`config.mk`:
```
export PLATFORM = sky130hd
export DESIGN_NAME = sms_list_response_parser_top_flat
export DESIGN_NICKNAME = d
export VERILOG_FILES = /design/src/hw/rtl/smslp_pkg.sv /design/src/hw/rtl/smslp_stream_if.sv /design/src/hw/rtl/smslp_in_stage.sv /design/src/hw/rtl/smslp_parser.sv /design/src/hw/rtl/smslp_out_stage.sv /design/src/hw/rtl/sms_list_response_parser_top.sv /design/src/flat_wrapper.sv
export SDC_FILE = /design/constraint.sdc
export NUM_CORES = 1
export LEC_CHECK = 0
export BUFFER_PORTS_ARGS = -buffer_cell sky130_fd_sc_hd__buf_2
export CAP_MARGIN = 20
export CORE_UTILIZATION = 35
export DETAILED_ROUTE_END_ITERATION = 16
export PLACE_DENSITY = 0.56
export SYNTH_ARGS = -nofsm -noshare
export SYNTH_HDL_FRONTEND = slang
export SYNTH_SLANG_ARGS = --single-unit
```
`constraint.sdc`:
```
create_clock -name clk_i -period 4.88 [get_ports clk_i]
set_input_delay 0.244 -clock clk_i [delete_from_list [all_inputs] [get_ports clk_i]]
set_output_delay 0.244 -clock clk_i [all_outputs]
set_load 0.02 [all_outputs]
```
`src/hw/rtl/smslp_pkg.sv`:
```
// shared types, constants and helpers of the sms list response parser
package smslp_pkg;

  // parser phase
  typedef enum logic [3:0] {
    PH_SEARCH         = 4'd0,
    PH_SKIP_TAG       = 4'd1,
    PH_SLOT           = 4'd2,
    PH_SKIP_QUOTE     = 4'd3,
    PH_STATUS         = 4'd4,
    PH_SKIP_TO_NUMBER = 4'd5,
    PH_NUMBER         = 4'd6,
    PH_SKIP_TO_NAME   = 4'd7,
    PH_NAME           = 4'd8,
    PH_SKIP_TO_DATE   = 4'd9,
    PH_DATE           = 4'd10,
    PH_SKIP_TO_MSG    = 4'd11,
    PH_MESSAGE        = 4'd12
  } phase_e;

  // result item kinds
  localparam logic [2:0] KIND_HEADER   = 3'd0;
  localparam logic [2:0] KIND_NUMBER   = 3'd1;
  localparam logic [2:0] KIND_DATETIME = 3'd2;
  localparam logic [2:0] KIND_MESSAGE  = 3'd3;
  localparam logic [2:0] KIND_REC_END  = 3'd4;

  // status codes
  localparam logic [2:0] STAT_REC_UNREAD = 3'd0;
  localparam logic [2:0] STAT_REC_READ   = 3'd1;
  localparam logic [2:0] STAT_STO_UNSENT = 3'd2;
  localparam logic [2:0] STAT_STO_SENT   = 3'd3;
  localparam logic [2:0] STAT_ALL        = 3'd4;
  localparam logic [2:0] STAT_UNKNOWN    = 3'd5;

  // characters
  localparam logic [7:0] CH_LF    = 8'h0A;
  localparam logic [7:0] CH_CR    = 8'h0D;
  localparam logic [7:0] CH_QUOTE = 8'h22;
  localparam logic [7:0] CH_PLUS  = 8'h2B;
  localparam logic [7:0] CH_ZERO  = 8'h30;
  localparam logic [7:0] CH_NINE  = 8'h39;
  localparam logic [7:0] CH_A     = 8'h41;
  localparam logic [7:0] CH_C     = 8'h43;
  localparam logic [7:0] CH_G     = 8'h47;
  localparam logic [7:0] CH_L     = 8'h4C;
  localparam logic [7:0] CH_M     = 8'h4D;
  localparam logic [7:0] CH_R     = 8'h52;
  localparam logic [7:0] CH_S     = 8'h53;
  localparam logic [7:0] CH_U     = 8'h55;

  localparam logic [2:0]  TAG_LEN  = 3'd5;
  localparam logic [16:0] SLOT_MAX = 17'd65535;

  typedef struct packed {
    logic [7:0] text_byte;
    logic       last_byte;
  } in_item_t;

  typedef struct packed {
    logic [2:0]  item_kind;
    logic [7:0]  char_value;
    logic [15:0] slot_number;
    logic [2:0]  status_code;
    logic [3:0]  record_index;
    logic        record_complete;
  } out_item_t;

  // expected character of the "+CMGL" tag at a match position
  function automatic logic [7:0] tag_char(input logic [2:0] pos);
    logic [7:0] ch;
    ch = 8'h00;
    unique case (pos)
      3'd0:    ch = CH_PLUS;
      3'd1:    ch = CH_C;
      3'd2:    ch = CH_M;
      3'd3:    ch = CH_G;
      3'd4:    ch = CH_L;
      default: ch = 8'h00;
    endcase
    return ch;
  endfunction

  // status class from first and fifth letter of the status word
  function automatic logic [2:0] classify(input logic [7:0] first, input logic [7:0] fifth);
    logic [2:0] code;
    code = STAT_UNKNOWN;
    if (first == CH_R) begin
      if (fifth == CH_U) code = STAT_REC_UNREAD;
      else if (fifth == CH_R) code = STAT_REC_READ;
    end else if (first == CH_S) begin
      if (fifth == CH_U) code = STAT_STO_UNSENT;
      else if (fifth == CH_S) code = STAT_STO_SENT;
    end else if (first == CH_A) begin
      code = STAT_ALL;
    end
    return code;
  endfunction

endpackage

```
`src/hw/rtl/smslp_stream_if.sv`:
```
// valid/ready stream interface with a typed payload
interface smslp_stream_if #(
  parameter type payload_t = logic
);
  logic     valid;
  logic     ready;
  payload_t payload;

  modport source (output valid, output payload, input ready);
  modport sink   (input valid, input payload, output ready);
endinterface

```
`src/hw/rtl/smslp_in_stage.sv`:
```
// input register stage holding one received byte
module smslp_in_stage (
  input  logic                clk_i,
  input  logic                rst_ni,
  smslp_stream_if.sink        in_i,
  input  logic                advance_i,
  output logic                valid_o,
  output smslp_pkg::in_item_t item_o
);
  import smslp_pkg::*;

  logic     valid_q, valid_d;
  in_item_t item_q;
  logic     take;

  assign in_i.ready = !valid_q || advance_i;
  assign take       = in_i.valid && in_i.ready;
  assign valid_d    = take ? 1'b1 : (valid_q && !advance_i);

  always_ff @(posedge clk_i or negedge rst_ni) begin
    if (!rst_ni) begin
      valid_q <= 1'b0;
    end else begin
      valid_q <= valid_d;
    end
  end

  always_ff @(posedge clk_i) begin
    if (take) begin
      item_q <= in_i.payload;
    end
  end

  assign valid_o = valid_q;
  assign item_o  = item_q;
endmodule

```
`src/hw/rtl/smslp_parser.sv`:
```
// record parser: phase state and per-byte decode
module smslp_parser #(
  parameter int MAX_RECORDS      = 16,
  parameter int NUMBER_MAX_LEN   = 32,
  parameter int DATETIME_MAX_LEN = 32,
  parameter int MESSAGE_MAX_LEN  = 160
) (
  input  logic                 clk_i,
  input  logic                 rst_ni,
  input  logic                 fire_i,
  input  smslp_pkg::in_item_t  item_i,
  output logic                 res_valid_o,
  output smslp_pkg::out_item_t res_o
);
  import smslp_pkg::*;

  localparam int RecW = $clog2(MAX_RECORDS + 1);

  phase_e          phase_q, phase_d;
  logic [2:0]      tag_cnt_q, tag_cnt_d;
  logic [1:0]      skip_q, skip_d;
  logic [15:0]     slot_q, slot_d;
  logic [7:0]      first_q, first_d;
  logic [7:0]      fifth_q, fifth_d;
  logic [2:0]      pos_q, pos_d;
  logic [7:0]      flen_q, flen_d;
  logic [RecW-1:0] rec_q, rec_d;

  logic [7:0]  b;
  logic [7:0]  rec_ext;
  logic [7:0]  rec_prev;
  logic [2:0]  tag_next;
  logic        skip_fin;
  logic [16:0] slot_prod;

  assign b        = item_i.text_byte;
  assign rec_ext  = 8'(rec_q);
  assign rec_prev = rec_ext - 8'd1;
  assign skip_fin = (skip_q <= 2'd1);
  assign slot_prod = 17'(20'(slot_q) * 20'd10 + 20'(4'(b - CH_ZERO)) > 20'(SLOT_MAX)
                         ? SLOT_MAX
                         : 17'(20'(slot_q) * 20'd10 + 20'(4'(b - CH_ZERO))));

  always_comb begin
    tag_next = 3'd0;
    if (b == tag_char(tag_cnt_q)) tag_next = tag_cnt_q + 3'd1;
    else if (b == CH_PLUS) tag_next = 3'd1;
  end

  always_comb begin
    phase_d   = phase_q;
    tag_cnt_d = tag_cnt_q;
    skip_d    = skip_q;
    slot_d    = slot_q;
    first_d   = first_q;
    fifth_d   = fifth_q;
    pos_d     = pos_q;
    flen_d    = flen_q;
    rec_d     = rec_q;

    res_valid_o           = 1'b0;
    res_o.item_kind       = KIND_HEADER;
    res_o.char_value      = 8'h00;
    res_o.record_index    = rec_prev[3:0];
    res_o.record_complete = 1'b0;

    // carriage returns never reach the phase logic
    if (fire_i && b != CH_CR) begin
      unique case (phase_q)
        PH_SEARCH: begin
          tag_cnt_d = tag_next;
          if (tag_next == TAG_LEN) begin
            tag_cnt_d = 3'd0;
            if (rec_ext < 8'(MAX_RECORDS)) begin
              phase_d = PH_SKIP_TAG;
              skip_d  = 2'd2;
            end
          end
        end
        PH_SKIP_TAG: begin
          skip_d = skip_fin ? 2'd0 : skip_q - 2'd1;
          if (skip_fin) begin
            phase_d = PH_SLOT;
            slot_d  = 16'd0;
          end
        end
        PH_SLOT: begin
          if (b >= CH_ZERO && b <= CH_NINE) begin
            slot_d = slot_prod[15:0];
          end else begin
            phase_d = PH_SKIP_QUOTE;
            skip_d  = 2'd1;
          end
        end
        PH_SKIP_QUOTE: begin
          skip_d = skip_fin ? 2'd0 : skip_q - 2'd1;
          if (skip_fin) begin
            phase_d = PH_STATUS;
            first_d = 8'h00;
            fifth_d = 8'h00;
            pos_d   = 3'd0;
          end
        end
        PH_STATUS: begin
          if (b == CH_QUOTE) begin
            res_valid_o        = 1'b1;
            res_o.item_kind    = KIND_HEADER;
            res_o.record_index = rec_ext[3:0];
            rec_d   = rec_q + RecW'(1);
            phase_d = PH_SKIP_TO_NUMBER;
            skip_d  = 2'd2;
          end else begin
            if (pos_q == 3'd0) first_d = b;
            if (pos_q == 3'd4) fifth_d = b;
            if (pos_q < 3'd5) pos_d = pos_q + 3'd1;
          end
        end
        PH_SKIP_TO_NUMBER: begin
          skip_d = skip_fin ? 2'd0 : skip_q - 2'd1;
          if (skip_fin) begin
            phase_d = PH_NUMBER;
            flen_d  = 8'd0;
          end
        end
        PH_NUMBER: begin
          if (b == CH_QUOTE) begin
            phase_d = PH_SKIP_TO_NAME;
            skip_d  = 2'd2;
          end else if (flen_q < 8'(NUMBER_MAX_LEN)) begin
            flen_d           = flen_q + 8'd1;
            res_valid_o      = 1'b1;
            res_o.item_kind  = KIND_NUMBER;
            res_o.char_value = b;
          end
        end
        PH_SKIP_TO_NAME: begin
          skip_d = skip_fin ? 2'd0 : skip_q - 2'd1;
          if (skip_fin) phase_d = PH_NAME;
        end
        PH_NAME: begin
          if (b == CH_QUOTE) begin
            phase_d = PH_SKIP_TO_DATE;
            skip_d  = 2'd2;
          end
        end
        PH_SKIP_TO_DATE: begin
          skip_d = skip_fin ? 2'd0 : skip_q - 2'd1;
          if (skip_fin) begin
            phase_d = PH_DATE;
            flen_d  = 8'd0;
          end
        end
        PH_DATE: begin
          if (b == CH_QUOTE) begin
            phase_d = PH_SKIP_TO_MSG;
            skip_d  = 2'd1;
          end else if (flen_q < 8'(DATETIME_MAX_LEN)) begin
            flen_d           = flen_q + 8'd1;
            res_valid_o      = 1'b1;
            res_o.item_kind  = KIND_DATETIME;
            res_o.char_value = b;
          end
        end
        PH_SKIP_TO_MSG: begin
          skip_d = skip_fin ? 2'd0 : skip_q - 2'd1;
          if (skip_fin) begin
            phase_d = PH_MESSAGE;
            flen_d  = 8'd0;
          end
        end
        PH_MESSAGE: begin
          if (b == CH_LF) begin
            res_valid_o           = 1'b1;
            res_o.item_kind       = KIND_REC_END;
            res_o.record_complete = 1'b1;
            phase_d   = PH_SEARCH;
            tag_cnt_d = 3'd0;
          end else if (flen_q < 8'(MESSAGE_MAX_LEN)) begin
            flen_d           = flen_q + 8'd1;
            res_valid_o      = 1'b1;
            res_o.item_kind  = KIND_MESSAGE;
            res_o.char_value = b;
          end
        end
        default: begin
          phase_d   = PH_SEARCH;
          tag_cnt_d = 3'd0;
        end
      endcase
    end

    // slot and status reflect the record as it stands after this byte
    res_o.slot_number = slot_d;
    res_o.status_code = classify(first_d, fifth_d);

    if (fire_i && item_i.last_byte) begin
      // an open record whose header went out is closed as cut off
      if (phase_d >= PH_SKIP_TO_NUMBER && phase_d <= PH_MESSAGE) begin
        res_valid_o           = 1'b1;
        res_o.item_kind       = KIND_REC_END;
        res_o.char_value      = 8'h00;
        res_o.record_index    = 4'(rec_d - RecW'(1));
        res_o.record_complete = 1'b0;
      end
      phase_d   = PH_SEARCH;
      tag_cnt_d = 3'd0;
      skip_d    = 2'd0;
      slot_d    = 16'd0;
      first_d   = 8'h00;
      fifth_d   = 8'h00;
      pos_d     = 3'd0;
      flen_d    = 8'd0;
      rec_d     = '0;
    end
  end

  always_ff @(posedge clk_i or negedge rst_ni) begin
    if (!rst_ni) begin
      phase_q   <= PH_SEARCH;
      tag_cnt_q <= 3'd0;
      skip_q    <= 2'd0;
      slot_q    <= 16'd0;
      first_q   <= 8'h00;
      fifth_q   <= 8'h00;
      pos_q     <= 3'd0;
      flen_q    <= 8'd0;
      rec_q     <= '0;
    end else begin
      phase_q   <= phase_d;
      tag_cnt_q <= tag_cnt_d;
      skip_q    <= skip_d;
      slot_q    <= slot_d;
      first_q   <= first_d;
      fifth_q   <= fifth_d;
      pos_q     <= pos_d;
      flen_q    <= flen_d;
      rec_q     <= rec_d;
    end
  end

  a_rec_limit: assert property (@(posedge clk_i) disable iff (!rst_ni)
    8'(rec_q) <= 8'(MAX_RECORDS))
    else $error("record count above limit");

  a_skip_range: assert property (@(posedge clk_i) disable iff (!rst_ni)
    skip_q <= 2'd2)
    else $error("skip count out of range");

  a_open_has_header: assert property (@(posedge clk_i) disable iff (!rst_ni)
    (phase_q >= PH_SKIP_TO_NUMBER && phase_q <= PH_MESSAGE) |-> rec_q != '0)
    else $error("record body without header");

  a_last_resets: assert property (@(posedge clk_i) disable iff (!rst_ni)
    (fire_i && item_i.last_byte) |=> (phase_q == PH_SEARCH && rec_q == '0))
    else $error("parser not back to search after last byte");
endmodule

```
`src/hw/rtl/smslp_out_stage.sv`:
```
// result register driving the output stream
module smslp_out_stage (
  input  logic                 clk_i,
  input  logic                 rst_ni,
  input  logic                 load_i,
  input  logic                 res_valid_i,
  input  smslp_pkg::out_item_t res_i,
  output logic                 space_o,
  smslp_stream_if.source       out_o
);
  import smslp_pkg::*;

  logic      valid_q, valid_d;
  out_item_t data_q;

  assign space_o = !valid_q || out_o.ready;
  assign valid_d = load_i ? res_valid_i : (valid_q && !out_o.ready);

  always_ff @(posedge clk_i or negedge rst_ni) begin
    if (!rst_ni) begin
      valid_q <= 1'b0;
    end else begin
      valid_q <= valid_d;
    end
  end

  always_ff @(posedge clk_i) begin
    if (load_i && res_valid_i) begin
      data_q <= res_i;
    end
  end

  assign out_o.valid   = valid_q;
  assign out_o.payload = data_q;
endmodule

```
`src/hw/rtl/sms_list_response_parser_top.sv`:
```
// top level of the sms list response parser
// Parses the text of a modem's SMS list response one byte per transfer.
// Carriage returns are dropped; each "+CMGL" record yields a header item
// (slot number, saturating at 65535, and status class), then the characters
// of the number, date/time and message fields, then a record-end item. The
// name field is skipped, characters past a field's length limit are dropped,
// and tags beyond MAX_RECORDS in one response are ignored. A byte flagged
// last_byte is processed and then returns the parser to its reset state; a
// record still open at that point is closed with record_complete = 0.
// Throughput is one byte per clock while no result waits with ready low.
// A byte is held in the input register and decoded by the single-pass
// phase logic into the result register; bytes producing no result are
// consumed without an output transfer. While a result waits with ready
// low nothing is decoded; the input register then takes at most one more
// byte before in_i.ready drops.
module sms_list_response_parser_top #(
  parameter int MAX_RECORDS      = 16,
  parameter int NUMBER_MAX_LEN   = 32,
  parameter int DATETIME_MAX_LEN = 32,
  parameter int MESSAGE_MAX_LEN  = 160
) (
  input  logic           clk_i,
  input  logic           rst_ni,
  smslp_stream_if.sink   in_i,
  smslp_stream_if.source out_o
);
  import smslp_pkg::*;

  // registered input byte
  logic      stage_valid;
  in_item_t  stage_item;

  // decode result
  logic      res_valid;
  out_item_t res;

  // byte leaves the input register when the result register has room
  logic      space;
  logic      fire;

  assign fire = stage_valid && space;

  smslp_in_stage u_in_stage (
    .clk_i     (clk_i),
    .rst_ni    (rst_ni),
    .in_i      (in_i),
    .advance_i (fire),
    .valid_o   (stage_valid),
    .item_o    (stage_item)
  );

  smslp_parser #(
    .MAX_RECORDS      (MAX_RECORDS),
    .NUMBER_MAX_LEN   (NUMBER_MAX_LEN),
    .DATETIME_MAX_LEN (DATETIME_MAX_LEN),
    .MESSAGE_MAX_LEN  (MESSAGE_MAX_LEN)
  ) u_parser (
    .clk_i       (clk_i),
    .rst_ni      (rst_ni),
    .fire_i      (fire),
    .item_i      (stage_item),
    .res_valid_o (res_valid),
    .res_o       (res)
  );

  smslp_out_stage u_out_stage (
    .clk_i       (clk_i),
    .rst_ni      (rst_ni),
    .load_i      (fire),
    .res_valid_i (res_valid),
    .res_i       (res),
    .space_o     (space),
    .out_o       (out_o)
  );
endmodule

```
`src/flat_wrapper.sv`:
```
// flat-port wrapper written by rule: the top's interface ports become plain ports
module sms_list_response_parser_top_flat import smslp_pkg::*;
#(
  parameter int MAX_RECORDS      = 16,
  parameter int NUMBER_MAX_LEN   = 32,
  parameter int DATETIME_MAX_LEN = 32,
  parameter int MESSAGE_MAX_LEN  = 160
)
  (clk_i, rst_ni, in_i_valid, in_i_payload, in_i_ready, out_o_valid, out_o_payload, out_o_ready);
  smslp_stream_if #(.payload_t(in_item_t)) in_i_i ();
  smslp_stream_if #(.payload_t(out_item_t)) out_o_i ();
  input  logic clk_i;
  input  logic rst_ni;
  input wire logic [$bits(in_i_i.valid)-1:0] in_i_valid;
  input wire logic [$bits(in_i_i.payload)-1:0] in_i_payload;
  output wire logic [$bits(in_i_i.ready)-1:0] in_i_ready;
  output wire logic [$bits(out_o_i.valid)-1:0] out_o_valid;
  output wire logic [$bits(out_o_i.payload)-1:0] out_o_payload;
  input wire logic [$bits(out_o_i.ready)-1:0] out_o_ready;
  assign in_i_i.valid = in_i_valid;
  assign in_i_i.payload = in_i_payload;
  assign in_i_ready = in_i_i.ready;
  assign out_o_valid = out_o_i.valid;
  assign out_o_payload = out_o_i.payload;
  assign out_o_i.ready = out_o_ready;
  sms_list_response_parser_top #(.MAX_RECORDS(MAX_RECORDS), .NUMBER_MAX_LEN(NUMBER_MAX_LEN), .DATETIME_MAX_LEN(DATETIME_MAX_LEN), .MESSAGE_MAX_LEN(MESSAGE_MAX_LEN)) u_core (.clk_i(clk_i), .rst_ni(rst_ni), .in_i(in_i_i), .out_o(out_o_i));
endmodule
```
==> results.py, run 1 <==
metrics = {
    "synth": {
        "synth_cells": 758,
        "synth_seq_cells": 103,
        "synth_top_area_share_pct": 21.0,
        "synthTopCellsByCount": "nand2_1 (82), nor2_1 (66), dfrtp_1 (59)",
        "synth_ff_type": "dfrtp_1",
        "ys_async_sr_fraction_pct": 57.3,
        "synth_top_area_cell": "dfrtp_1",
        "synth_area_leaders": "dfrtp_1 (21%), edfxtp_1 (19%), ha_1 (7.5%), nand2_1 (4.4%), a21o_1 (3.5%)",
        "yosys.cell_count.top_type": "nand2_1",
        "synthesis.nets": 815,
        "seq_area_frac_synth_pct": 39.8,
        "synth_cell_type_count": 77,
        "avgSynthCellArea_sq_um": 9.27,
        "synth_edf_count": 44,
        "syn_area_sq_um": 7030,
        "yosysWarnings": 0,
    },
    "setup_path": {
        "worstReg2RegStart": "u_core.u_parser.slot_q[1]$_DFF_PN0_",
        "crit_path_end_kind": "flip-flop",
        "startpoint_type": "flip-flop",
        "criticalPathCategory": "flip-flop to flip-flop",
        "critical_path_arrival_ns": 4.04,
        "worstRegToRegCells": 14,
        "crit_fanout": 25,
        "rrSetupSlack_ns": 0.96,
        "r2r-end": "u_core.u_out_stage.out_o.payload[16]$_DFFE_PP_",
        "cp.required_ns": 5.00,
    },
    "timing": {
        "fin_crit_ns": 3.92,
        "worst_pin_slew_ns": 0.930,
        "finalHoldViolCount": 0,
        "slew_violations": 0,
        "post-route-period-util_pct": 80.3,
        "clock.fmax_mhz": 255,
        "skew_ns": 0.0110,
        "final.setup.tns_ns": 0,
        "setup_viol": 0,
        "rsz0062_at_grt": "no",
        "setup_slack_ns": 0.962,
        "relSlewSlack_pct": 38.0,
    },
    "place": {
        "io_buffers": 49,
        "dpl.hpwl_um": 12800,
        "pre_cts_ws_ns": 0.983,
        "gp_congestion": 0.818,
    },
    "layout": {
        "drive_gt1_share_pct": 11.4,
        "areaGrowthSynthToFinish_pct": 11.0,
        "regArea_sq_um": 2800,
        "multi_input_area_sq_um": 3950,
        "n_antenna_cell": 0,
        "finalNetCount": 840,
        "nFillCells": 1988,
    },
    "grt": {
        "grt_use_total_pct": 18.1,
        "grt_pass1_vias": 5500,
        "grt_pass1_wl_um": 29000,
        "grt_max_degree": 40,
        "gr-total-overflow": 0,
        "grt_antenna_before_repair": 0,
    },
    "floorplanning": {
        "die_height_um": 144,
        "start_util_pct": 35.9,
        "core_sq_um": 19600,
        "dieWidth_um": 144,
        "ioPinCount": 50,
        "fp.dieArea_sq_um": 20600,
        "num_rows": 51,
    },
    "worst_hold_path": {
        "hold_depth": 1,
        "min_from": "in_i_payload[8]",
        "hp-class": "input pin to flip-flop",
        "hold_path_end": "u_core.u_in_stage.item_o[8]$_DFFE_PP_",
    },
    "routing": {
        "wire_per_inst_um": 17.0,
        "routed_wl_um": 17900,
        "dr_total_vias": 5785,
        "drt-initial-drc-count": 475,
        "firstDrtPassIters": 5,
        "viasPerCell": 5.49,
        "drcViolationCount": 0,
        "ant_nets": 0,
    },
    "clocking": {
        "clk_path_buf_depth": 2,
        "cts_max_level": 3,
        "clk_pin_slew_worst_paths_ns": 0.08,
        "clkLatencyLatePin_ns": 0.36,
        "clockRootBuffer": "clkbuf_16",
        "numCtsBuffers": 9,
        "cts_tree": "done",
        "cts_setup_buffers": 0,
        "cts.sinks": 103,
    },
    "pwr": {
        "power_leakage_nw": 3.43,
        "ir_drop_mv": 0.253,
        "p_per_area_nw_per_um2": 314,
    },
    "run_status": {
        "status": "finished clean",
    },
    "job": {
        "cap_violations": 0,
    },
}
==> per-layer routing <==
layer	vias to the layer above	GRT usage (%)	part of all wire (%)
met1	2794	26.4	52
met3	18	3.70	4.5
met2	116	27.4	43
met5	-	0	0
li1	2857	-	-
met4	0	4.14	1.1
==> worst max-delay path, cell delays in order (launching register included) <==
cell and delay (ns):
dfrtp_1 0.47, ha_1 0.32, ha_1 0.19, inv_1 0.06
fa_1 0.42, nand2b_1 0.18, a21oi_1 0.16, xor2_1 0.27
nand4_1 0.21, nor3_1 0.29, and4_1 0.26, mux2i_2 0.20
buf_4 0.31, a32oi_1 0.14, a21o_1 0.21
==> state kept, by name, indices dropped and copies added (netlist names) <==
name                              cells
u_core.u_in_stage.item_o              9
u_core.u_parser.slot_q               16
u_core.u_parser.fifth_q               8
u_core.u_in_stage.valid_o             1
u_core.u_parser.tag_cnt_q             3
u_core.u_parser.pos_q                 3
u_core.u_parser.skip_q                2
u_core.u_out_stage.out_o.valid        1
u_core.u_out_stage.out_o.payload     35
u_core.u_parser.phase_q               4
u_core.u_parser.rec_q                 5
u_core.u_parser.flen_q                8
u_core.u_parser.first_q               8
==> area by class of cell <==
cell class	instances	area share [%]
multi-input cells	589	50.7
flip-flops and latches	103	35.9
well taps	265	4.25
repair buffers	58	4.04
clock buffers	9	2.89
clock inverters	7	1.19
inverters	22	1.06
==> how the worst max path moves through the flow <==
stage	slack [ns]	cells after the start	to	start
after global placement	1.02	14	u_core.u_out_stage.out_o.payload[14]$_DFFE_PP_	u_core.u_parser.slot_q[1]$_DFF_PN0_
after CTS	0.96	14	u_core.u_out_stage.out_o.payload[16]$_DFFE_PP_	u_core.u_parser.slot_q[1]$_DFF_PN0_
after global routing	0.68	14	u_core.u_out_stage.out_o.payload[16]$_DFFE_PP_	u_core.u_parser.slot_q[3]$_DFF_PN0_
after detailed placement	0.98	14	u_core.u_out_stage.out_o.payload[16]$_DFFE_PP_	u_core.u_parser.slot_q[1]$_DFF_PN0_
after floorplan	1.27	14	u_core.u_out_stage.out_o.payload[11]$_DFFE_PP_	u_core.u_parser.slot_q[1]$_DFF_PN0_
final	0.96	14	u_core.u_out_stage.out_o.payload[16]$_DFFE_PP_	u_core.u_parser.slot_q[1]$_DFF_PN0_
==> timing repair <==
action	in CTS	in global routing
resized for setup	0	0
hold endpoints to repair	20	0
hold buffers	1	0
==> power by group <==
part | switching, mW | leakage, nW | internal, mW | total (mW)
combinational | 0.393 | 2.06 | 0.200 | 0.593
sequential | 0.0999 | 1.22 | 0.974 | 1.07
clock | 0.367 | 0.148 | 0.411 | 0.778
total | 0.860 | 3.43 | 1.58 | 2.45
==> cells in the final DEF (no fill, tap or decap), drive strengths merged, types with 9 or more instances in the layout <==
| master | n |
|---|---|
| nor2 | 66 |
| a21oi | 32 |
| a22oi | 12 |
| a21o | 33 |
| nor2b | 16 |
| clkbuf | 9 |
| and2 | 14 |
| xor2 | 17 |
| nand2 | 82 |
| dfrtp | 59 |
| nand2b | 12 |
| xnor2 | 16 |
| nor4 | 9 |
| o21ai | 48 |
| nor3 | 20 |
| nand3 | 15 |
| nand4 | 10 |
| edfxtp | 44 |
| buf | 57 |
| a32oi | 22 |
| inv | 24 |
| ha | 42 |
==> logic make-up after synthesis <==
kind of cell | synth area share, %
adders and majority gates | 8.05
AOI/OAI and AO/OA | 21.2
muxes | 1.21
buffers and inverters | 4.04
and+or+nand+nor | 21.5
xor gates and xnor gates | 4.11
DFF | 39.8
==> metrics by stage <==
| stage | total power [mW] | std cells | instance area, sq um | utilization [%] | hold slack [ns] |
|---|---|---|---|---|---|
| 2_1_floorplan | 1.50 | 758 | 7030 | - | -0.0516 |
| 3_3_place_gp | 1.68 | 1036 | 7470 | 38.1 | 0.249 |
| 3_5_place_dp | 1.68 | 1036 | 7470 | 38.1 | 0.243 |
| 4_1_cts | 2.47 | 1053 | 7800 | 39.8 | 0.0434 |
| 5_1_grt | 2.57 | 1053 | 7800 | 39.8 | 0.0453 |
| 6_report | 2.45 | 1053 | 7800 | 39.8 | 0.0587 |
(Power assumes the default switching activity.)
==> run 2: changes to the inputs <==
--- a/config.mk
+++ b/config.mk
@@ -5,6 +5,7 @@
 export SDC_FILE = /design/constraint.sdc
 export NUM_CORES = 1
 export LEC_CHECK = 0
+export ABC_AREA = 1
 export BUFFER_PORTS_ARGS = -buffer_cell sky130_fd_sc_hd__buf_2
 export CAP_MARGIN = 20
 export CORE_UTILIZATION = 35
==> constraint.sdc (replaced) <==
create_clock -name clk_i -period 4 [get_ports clk_i]
set_input_delay 0.2 -clock clk_i [delete_from_list [all_inputs] [get_ports clk_i]]
set_output_delay 0.2 -clock clk_i [all_outputs]
set_load 0.02 [all_outputs]
==> run 2 against run 1 <==
Final area increased by 7.3%. Sequential share of layout area fell by 2.4 points. Critical path type unchanged. Utilization grew 0.11 points. Clock power rose by 8.6%. Clock skew is 0.0012 ns lower. First-iteration DRC count up 4.0%. Hold slack got worse by 0.044 ns. Wire length grew 11%. Non-clock buffer count up 6.
==> results.py, run 2 <==
metrics = {
    "routing": {
        "dr_total_vias": 6860,
        "viasPerCell": 5.01,
        "drt-initial-drc-count": 494,
        "drcViolationCount": 0,
        "ant_nets": 0,
        "wire_per_inst_um": 14.5,
        "firstDrtPassIters": 5,
        "routed_wl_um": 19900,
    },
    "setup_path": {
        "crit_chain": "ha_1 -> ha_1 -> inv_1 -> fa_1 -> nor2_1 -> nand3_1 -> a21oi_2 -> nand2_2 -> nor2_4 -> nand3_4 -> nor2_4 -> nand3_1 -> nand2_1 -> nand2_2 -> nor2_8 -> nand4_1 -> nand2_1 -> nand2_1 -> nand2_1 -> nand2_1",
        "critical-path-slowest-cell": "dfrtp_1",
        "startpoint_type": "flip-flop",
        "crit_path_end_kind": "flip-flop",
        "cp.required_ns": 4.11,
        "critical_path_arrival_ns": 3.79,
        "crit_fanout": 16,
        "criticalPathCategory": "flip-flop to flip-flop",
        "max_stage_delay_ns": 0.47,
        "crit_top_cell": "nand2_1",
    },
    "timing": {
        "post-route-period-util_pct": 92.0,
        "skew_ns": 0.00983,
        "clock.fmax_mhz": 272,
        "rsz0062_at_grt": "no",
        "setup_viol": 0,
        "fin_crit_ns": 3.68,
        "setup_slack_ns": 0.320,
        "holdWs_ns": 0.0150,
        "finalHoldViolCount": 0,
        "worst_pin_slew_ns": 0.695,
        "final.setup.tns_ns": 0,
        "relSlewSlack_pct": 53.7,
        "slew_violations": 0,
    },
    "floorplanning": {
        "dieWidth_um": 148,
        "ioPinCount": 50,
        "start_util_pct": 35.6,
        "core_sq_um": 21000,
        "num_rows": 53,
        "fp.dieArea_sq_um": 21900,
        "die_height_um": 148,
    },
    "grt": {
        "grt_antenna_before_repair": 1,
        "grt_use_total_pct": 19.1,
        "grt_max_degree": 33,
        "grt_pass1_wl_um": 33100,
        "gr-total-overflow": 0,
        "grt_pass1_vias": 6543,
    },
    "layout": {
        "areaGrowthSynthToFinish_pct": 12.2,
        "final_cell_mix": "nand2_1 (304), inv_1 (125), nor2_1 (125), nand3_1 (64), dfrtp_1 (59)",
        "nFillCells": 2193,
        "drive_gt1_share_pct": 12.3,
        "regArea_sq_um": 2800,
        "finalNetCount": 1147,
        "multi_input_area_sq_um": 4040,
        "final_common_cell": "nand2_1",
        "n_antenna_cell": 0,
        "largest_reg_flops": 35,
    },
    "synth": {
        "synth_edf_count": 44,
        "synth_cell_type_count": 51,
        "avgSynthCellArea_sq_um": 7.20,
        "syn_area_sq_um": 7450,
        "synth_ff_type": "dfrtp_1",
        "synth_seq_cells": 103,
        "synth_area_leaders": "dfrtp_1 (20%), edfxtp_1 (18%), nand2_1 (15%), ha_1 (7.0%), inv_1 (6.3%)",
        "seq_area_frac_synth_pct": 37.5,
        "ys_async_sr_fraction_pct": 57.3,
        "yosys.cell_count.top_type": "nand2_1",
        "synth_top_area_cell": "dfrtp_1",
        "yosysWarnings": 0,
        "synth_cells": 1035,
        "synthTopCellsByCount": "nand2_1 (305), inv_1 (125), nor2_1 (125)",
        "synth_top_area_share_pct": 19.8,
        "synthesis.nets": 1092,
    },
    "job": {
        "cap_violations": 0,
    },
    "clocking": {
        "cts_tree": "done",
        "numCtsBuffers": 9,
        "cts.sinks": 103,
        "clk_path_buf_depth": 2,
        "clkLatencyLatePin_ns": 0.36,
        "clockRootBuffer": "clkbuf_16",
        "clk_pin_slew_worst_paths_ns": 0.07,
        "cts_max_level": 3,
    },
    "place": {
        "gp_congestion": 0.907,
        "dpl.hpwl_um": 14900,
        "pre_cts_ws_ns": 0.348,
        "io_buffers": 49,
    },
    "pwr": {
        "power_leakage_nw": 4.13,
        "power_mw": 2.25,
        "ir_drop_mv": 0.186,
        "p_per_area_nw_per_um2": 270,
    },
    "run_status": {
        "status": "finished clean",
    },
    "worst_hold_path": {
        "hp-class": "input pin to flip-flop",
    },
}
[run 2: cell count changes after synthesis, sizes merged, moves of 31 or more]
cell,change
nand2,+235
inv,+117
nor2,+75
nand3,+55
a21o,-32
nand4,+31
[run 2: kinds of logic (layout without fill, tap and decap cells)]
group | count (synthesis) | after routing | share of synthesized area [%]
adders and majority gates | 44 | 44 | 7.59
buffers and inverters | 160 | 220 | 8.44
xor gates and xnor gates | 10 | 10 | 1.17
and+or+nand+nor | 600 | 600 | 36.2
DFF | 103 | 103 | 37.5
AOI/OAI and AO/OA | 118 | 118 | 9.10
[run 2: layout make-up]
class / count / share of cell area [%]
Clock buffer: 9 / 2.69
Inverter: 140 / 6.28
Sequential cell: 103 / 33.5
Clock inverter: 7 / 0.688
Multi-Input combinational cell: 772 / 48.3
Tap cell: 275 / 4.11
Timing Repair Buffer: 64 / 4.49
[run 2: metrics by stage]
step                instances  utilization [%]  instance area (sq um)
finish                   1370             39.9                   8360
global route             1370             39.9                   8360
CTS                      1368             39.7                   8330
detailed placement       1351             38.3                   8030
global placement         1351             38.3                   8030
floorplan                1035                -                   7450
[run 2: worst paths after layout]
kind                                                 startpoint                                        endpoint  slack, ns  cells after the start
min                                             in_i_payload[6]           u_core.u_in_stage.item_o[6]$_DFFE_PP_       0.01                      1
max reg2reg                 u_core.u_parser.slot_q[1]$_DFF_PN0_  u_core.u_out_stage.out_o.payload[15]$_DFFE_PP_       0.32                     20
max                         u_core.u_parser.slot_q[1]$_DFF_PN0_  u_core.u_out_stage.out_o.payload[15]$_DFFE_PP_       0.32                     20
min in group asynchronous                                rst_ni              u_core.u_parser.rec_q[1]$_DFF_PN0_       0.42                      2
max in group asynchronous                                rst_ni           u_core.u_parser.flen_q[5]$_DFFE_PN0P_       2.64                      3
min reg2reg                u_core.u_parser.first_q[6]$_DFF_PN0_            u_core.u_parser.first_q[6]$_DFF_PN0_       0.51                      2
[run 2: routing by layer]
layer  share of wire (%)  GRT usage [%]  up-vias
met4                 1.4           4.95        2
met2                  44           30.0      151
met5                0.32           2.05        -
met3                 5.0           3.49       19
met1                  49           26.8     3176
li1                    -              -     3512
[run 2: critical path, delay by kind of cell (launching register included)]
kind	cells	cell delay, ns
AND/OR/NAND/NOR	15	1.65
adder cells (fa/ha/maj)	3	1.01
flip-flops	1	0.47
AO/OA/AOI/OAI	1	0.22
buffers and inverters	1	0.08
[run 2: where the power goes]
part	switching [mW]	internal [mW]	leakage (nW)	total (mW)
clock	0.415	0.430	0.136	0.845
combinational	0.176	0.0684	2.79	0.244
sequential	0.0340	1.13	1.20	1.17
[run 2: what timing repair did]
| action | 4_1_cts | 5_1_grt |
|---|---|---|
| hold buffers | 1 | 1 |
| endpoints found under the setup margin | 0 | 8 |
| buffers inserted | 0 | 1 |
| hold endpoints to repair | 27 | 1 |
| gates resized for setup | 0 | 1 |
==> run 3: changes to the inputs <==
--- a/config.mk
+++ b/config.mk
@@ -11,6 +11,7 @@
 export CORE_UTILIZATION = 35
 export DETAILED_ROUTE_END_ITERATION = 16
 export PLACE_DENSITY = 0.56
+export RECOVER_POWER = 25
 export SYNTH_ARGS = -nofsm -noshare
 export SYNTH_HDL_FRONTEND = slang
 export SYNTH_SLANG_ARGS = --single-unit
==> run 3 against run 2 <==
The run now ends with capacitance limit, slew limit left. Non-clock buffer count stayed put. Clock power is essentially flat. Clock skew hardly changed. Clock-buffer cell count unchanged. Sequential cell count is the same. Power is essentially flat. Critical endpoint unchanged.
==> results.py, run 3 (synthesized netlist as in run 2, its figures left out) <==
metrics = {
    "run_status": {
        "status": "finished with violations",
        "violations": "capacitance limit, slew limit",
    },
    "layout": {
        "final_common_cell": "nand2_1",
        "final_cell_mix": "nand2_1 (304), inv_1 (125), nor2_1 (125), nand3_1 (64), dfrtp_1 (59)",
        "final_area_sq_um": 8330,
        "n_antenna_cell": 0,
        "areaGrowthSynthToFinish_pct": 11.8,
        "post-route-util_pct": 39.8,
        "largest_reg_flops": 35,
        "drive_gt1_share_pct": 10.1,
        "finalNetCount": 1147,
    },
    "timing": {
        "setup_viol": 0,
        "fin_crit_ns": 3.66,
        "final.setup.tns_ns": 0,
        "worst_pin_slew_ns": 1.67,
        "post-route-period-util_pct": 91.6,
        "finalHoldViolCount": 0,
        "skew_ns": 0.00982,
        "clock.fmax_mhz": 273,
        "setup_slack_ns": 0.337,
        "slew_violations": 29,
        "rsz0062_at_grt": "no",
        "relSlewSlack_pct": -11.6,
    },
    "routing": {
        "drcViolationCount": 0,
        "ant_nets": 0,
        "wire_per_inst_um": 14.5,
        "firstDrtPassIters": 5,
        "dr_total_vias": 6858,
        "viasPerCell": 5.01,
        "routed_wl_um": 19900,
        "drt-initial-drc-count": 499,
    },
    "setup_path": {
        "worstSetupStartpoint": "u_core.u_parser.slot_q[1]$_DFF_PN0_",
        "rrSetupSlack_ns": 0.34,
        "worstReg2RegStart": "u_core.u_parser.slot_q[1]$_DFF_PN0_",
        "worstRegToRegCells": 20,
        "critPathCapture": "u_core.u_out_stage.out_o.payload[15]$_DFFE_PP_",
        "startpoint_type": "flip-flop",
        "critical_path_arrival_ns": 3.77,
        "cp.required_ns": 4.11,
        "r2r-end": "u_core.u_out_stage.out_o.payload[15]$_DFFE_PP_",
        "crit_fanout": 16,
        "criticalPathCategory": "flip-flop to flip-flop",
        "crit_path_end_kind": "flip-flop",
    },
    "job": {
        "cap_violations": 1,
    },
    "floorplanning": {
        "start_util_pct": 35.6,
        "fp.dieArea_sq_um": 21900,
        "dieWidth_um": 148,
        "num_rows": 53,
        "core_sq_um": 21000,
        "die_height_um": 148,
        "ioPinCount": 50,
    },
    "place": {
        "pre_cts_ws_ns": 0.348,
        "dpl.hpwl_um": 14900,
        "post_dp_cell_area_sq_um": 8030,
        "gp_congestion": 0.907,
        "io_buffers": 49,
    },
    "clocking": {
        "clk_path_buf_depth": 2,
        "numCtsBuffers": 9,
        "clkLatencyLatePin_ns": 0.36,
        "cts_tree": "done",
        "cts_max_level": 3,
        "cts.sinks": 103,
        "clockRootBuffer": "clkbuf_16",
        "clk_pin_slew_worst_paths_ns": 0.07,
    },
    "pwr": {
        "ir_drop_mv": 0.186,
        "power_leakage_nw": 4.07,
        "p_per_area_nw_per_um2": 271,
    },
    "grt": {
        "grt_pass1_vias": 6543,
        "grt_max_degree": 33,
        "grt_pass1_wl_um": 33100,
        "grt_use_total_pct": 19.1,
        "grt_antenna_before_repair": 1,
        "gr-total-overflow": 0,
    },
    "worst_hold_path": {
        "hp-class": "input pin to flip-flop",
    },
}
-- run 3: routing by layer --
layer / global-route usage [%] / vias up / share of wire, % / wire (um)
met4: 4.95 / 2 / 1.4 / 269
li1: - / 3514 / - / -
met2: 30.0 / 150 / 45 / 8860
met1: 26.8 / 3173 / 48 / 9660
met3: 3.49 / 19 / 5.3 / 1060
met5: 2.05 / - / 0.32 / 63
-- run 3: area by class of cell --
cell class	instances	area (sq um)
clock buffers	9	225
clock inverters	7	57.6
fillers	2206	12600
inverters	140	526
multi-input cells	772	4040
flip-flops and latches	103	2800
well taps	275	344
repair buffers	64	345
-- run 3: repair_timing --
action | in CTS | in global routing
hold buffers | 1 | 1
endpoints found under the setup margin | 0 | 8
hold endpoints to repair | 27 | 1
buffers inserted | 0 | 1
gates resized for setup | 0 | 1
-- run 3: worst min-delay path by stage --
stage | endpoint | slack, ns | start | cells past startpoint
final | u_core.u_in_stage.item_o[6]$_DFFE_PP_ | 0.01 | in_i_payload[6] | 1
after global placement | u_core.u_parser.rec_q[1]$_DFF_PN0_ | 0.29 | rst_ni | 1
after floorplan | u_core.u_in_stage.valid_o$_DFF_PN0_ | -0.1 | rst_ni | 0
after CTS | u_core.u_in_stage.item_o[0]$_DFFE_PP_ | 0.001 | in_i_payload[0] | 1
after global routing | u_core.u_in_stage.item_o[6]$_DFFE_PP_ | 0.001 | in_i_payload[6] | 1
after detailed placement | u_core.u_parser.rec_q[1]$_DFF_PN0_ | 0.29 | rst_ni | 1
-- run 3: critical path, stage by stage (launching register included) --
cell	delay (ns)
dfrtp_1	0.47
ha_1	0.33
ha_1	0.25
inv_1	0.08
fa_1	0.43
nor2_1	0.14
nand3_1	0.12
a21oi_2	0.22
nand2_2	0.09
nor2_4	0.13
nand3_4	0.11
nor2_4	0.14
nand3_1	0.09
nand2_1	0.08
nand2_2	0.08
nor2_8	0.25
nand4_1	0.13
nand2_1	0.08
nand2_1	0.05
nand2_1	0.07
nand2_1	0.07
-- run 3: metrics by stage --
| step | cells | total power [mW] | hold slack [ns] |
|---|---|---|---|
| floorplan | 1035 | 1.34 | -0.0956 |
| global placement | 1351 | 1.43 | 0.287 |
| detailed placement | 1351 | 1.43 | 0.289 |
| CTS | 1368 | 2.28 | 0.00140 |
| global route | 1370 | 2.36 | 0.00139 |
| finish | 1370 | 2.25 | 0.0147 |
-- run 3: power breakdown --
group,total [mW],switching [mW],internal (mW)
Sequential,1.17,0.0340,1.13
Combinational,0.244,0.176,0.0682
Clock,0.844,0.414,0.430
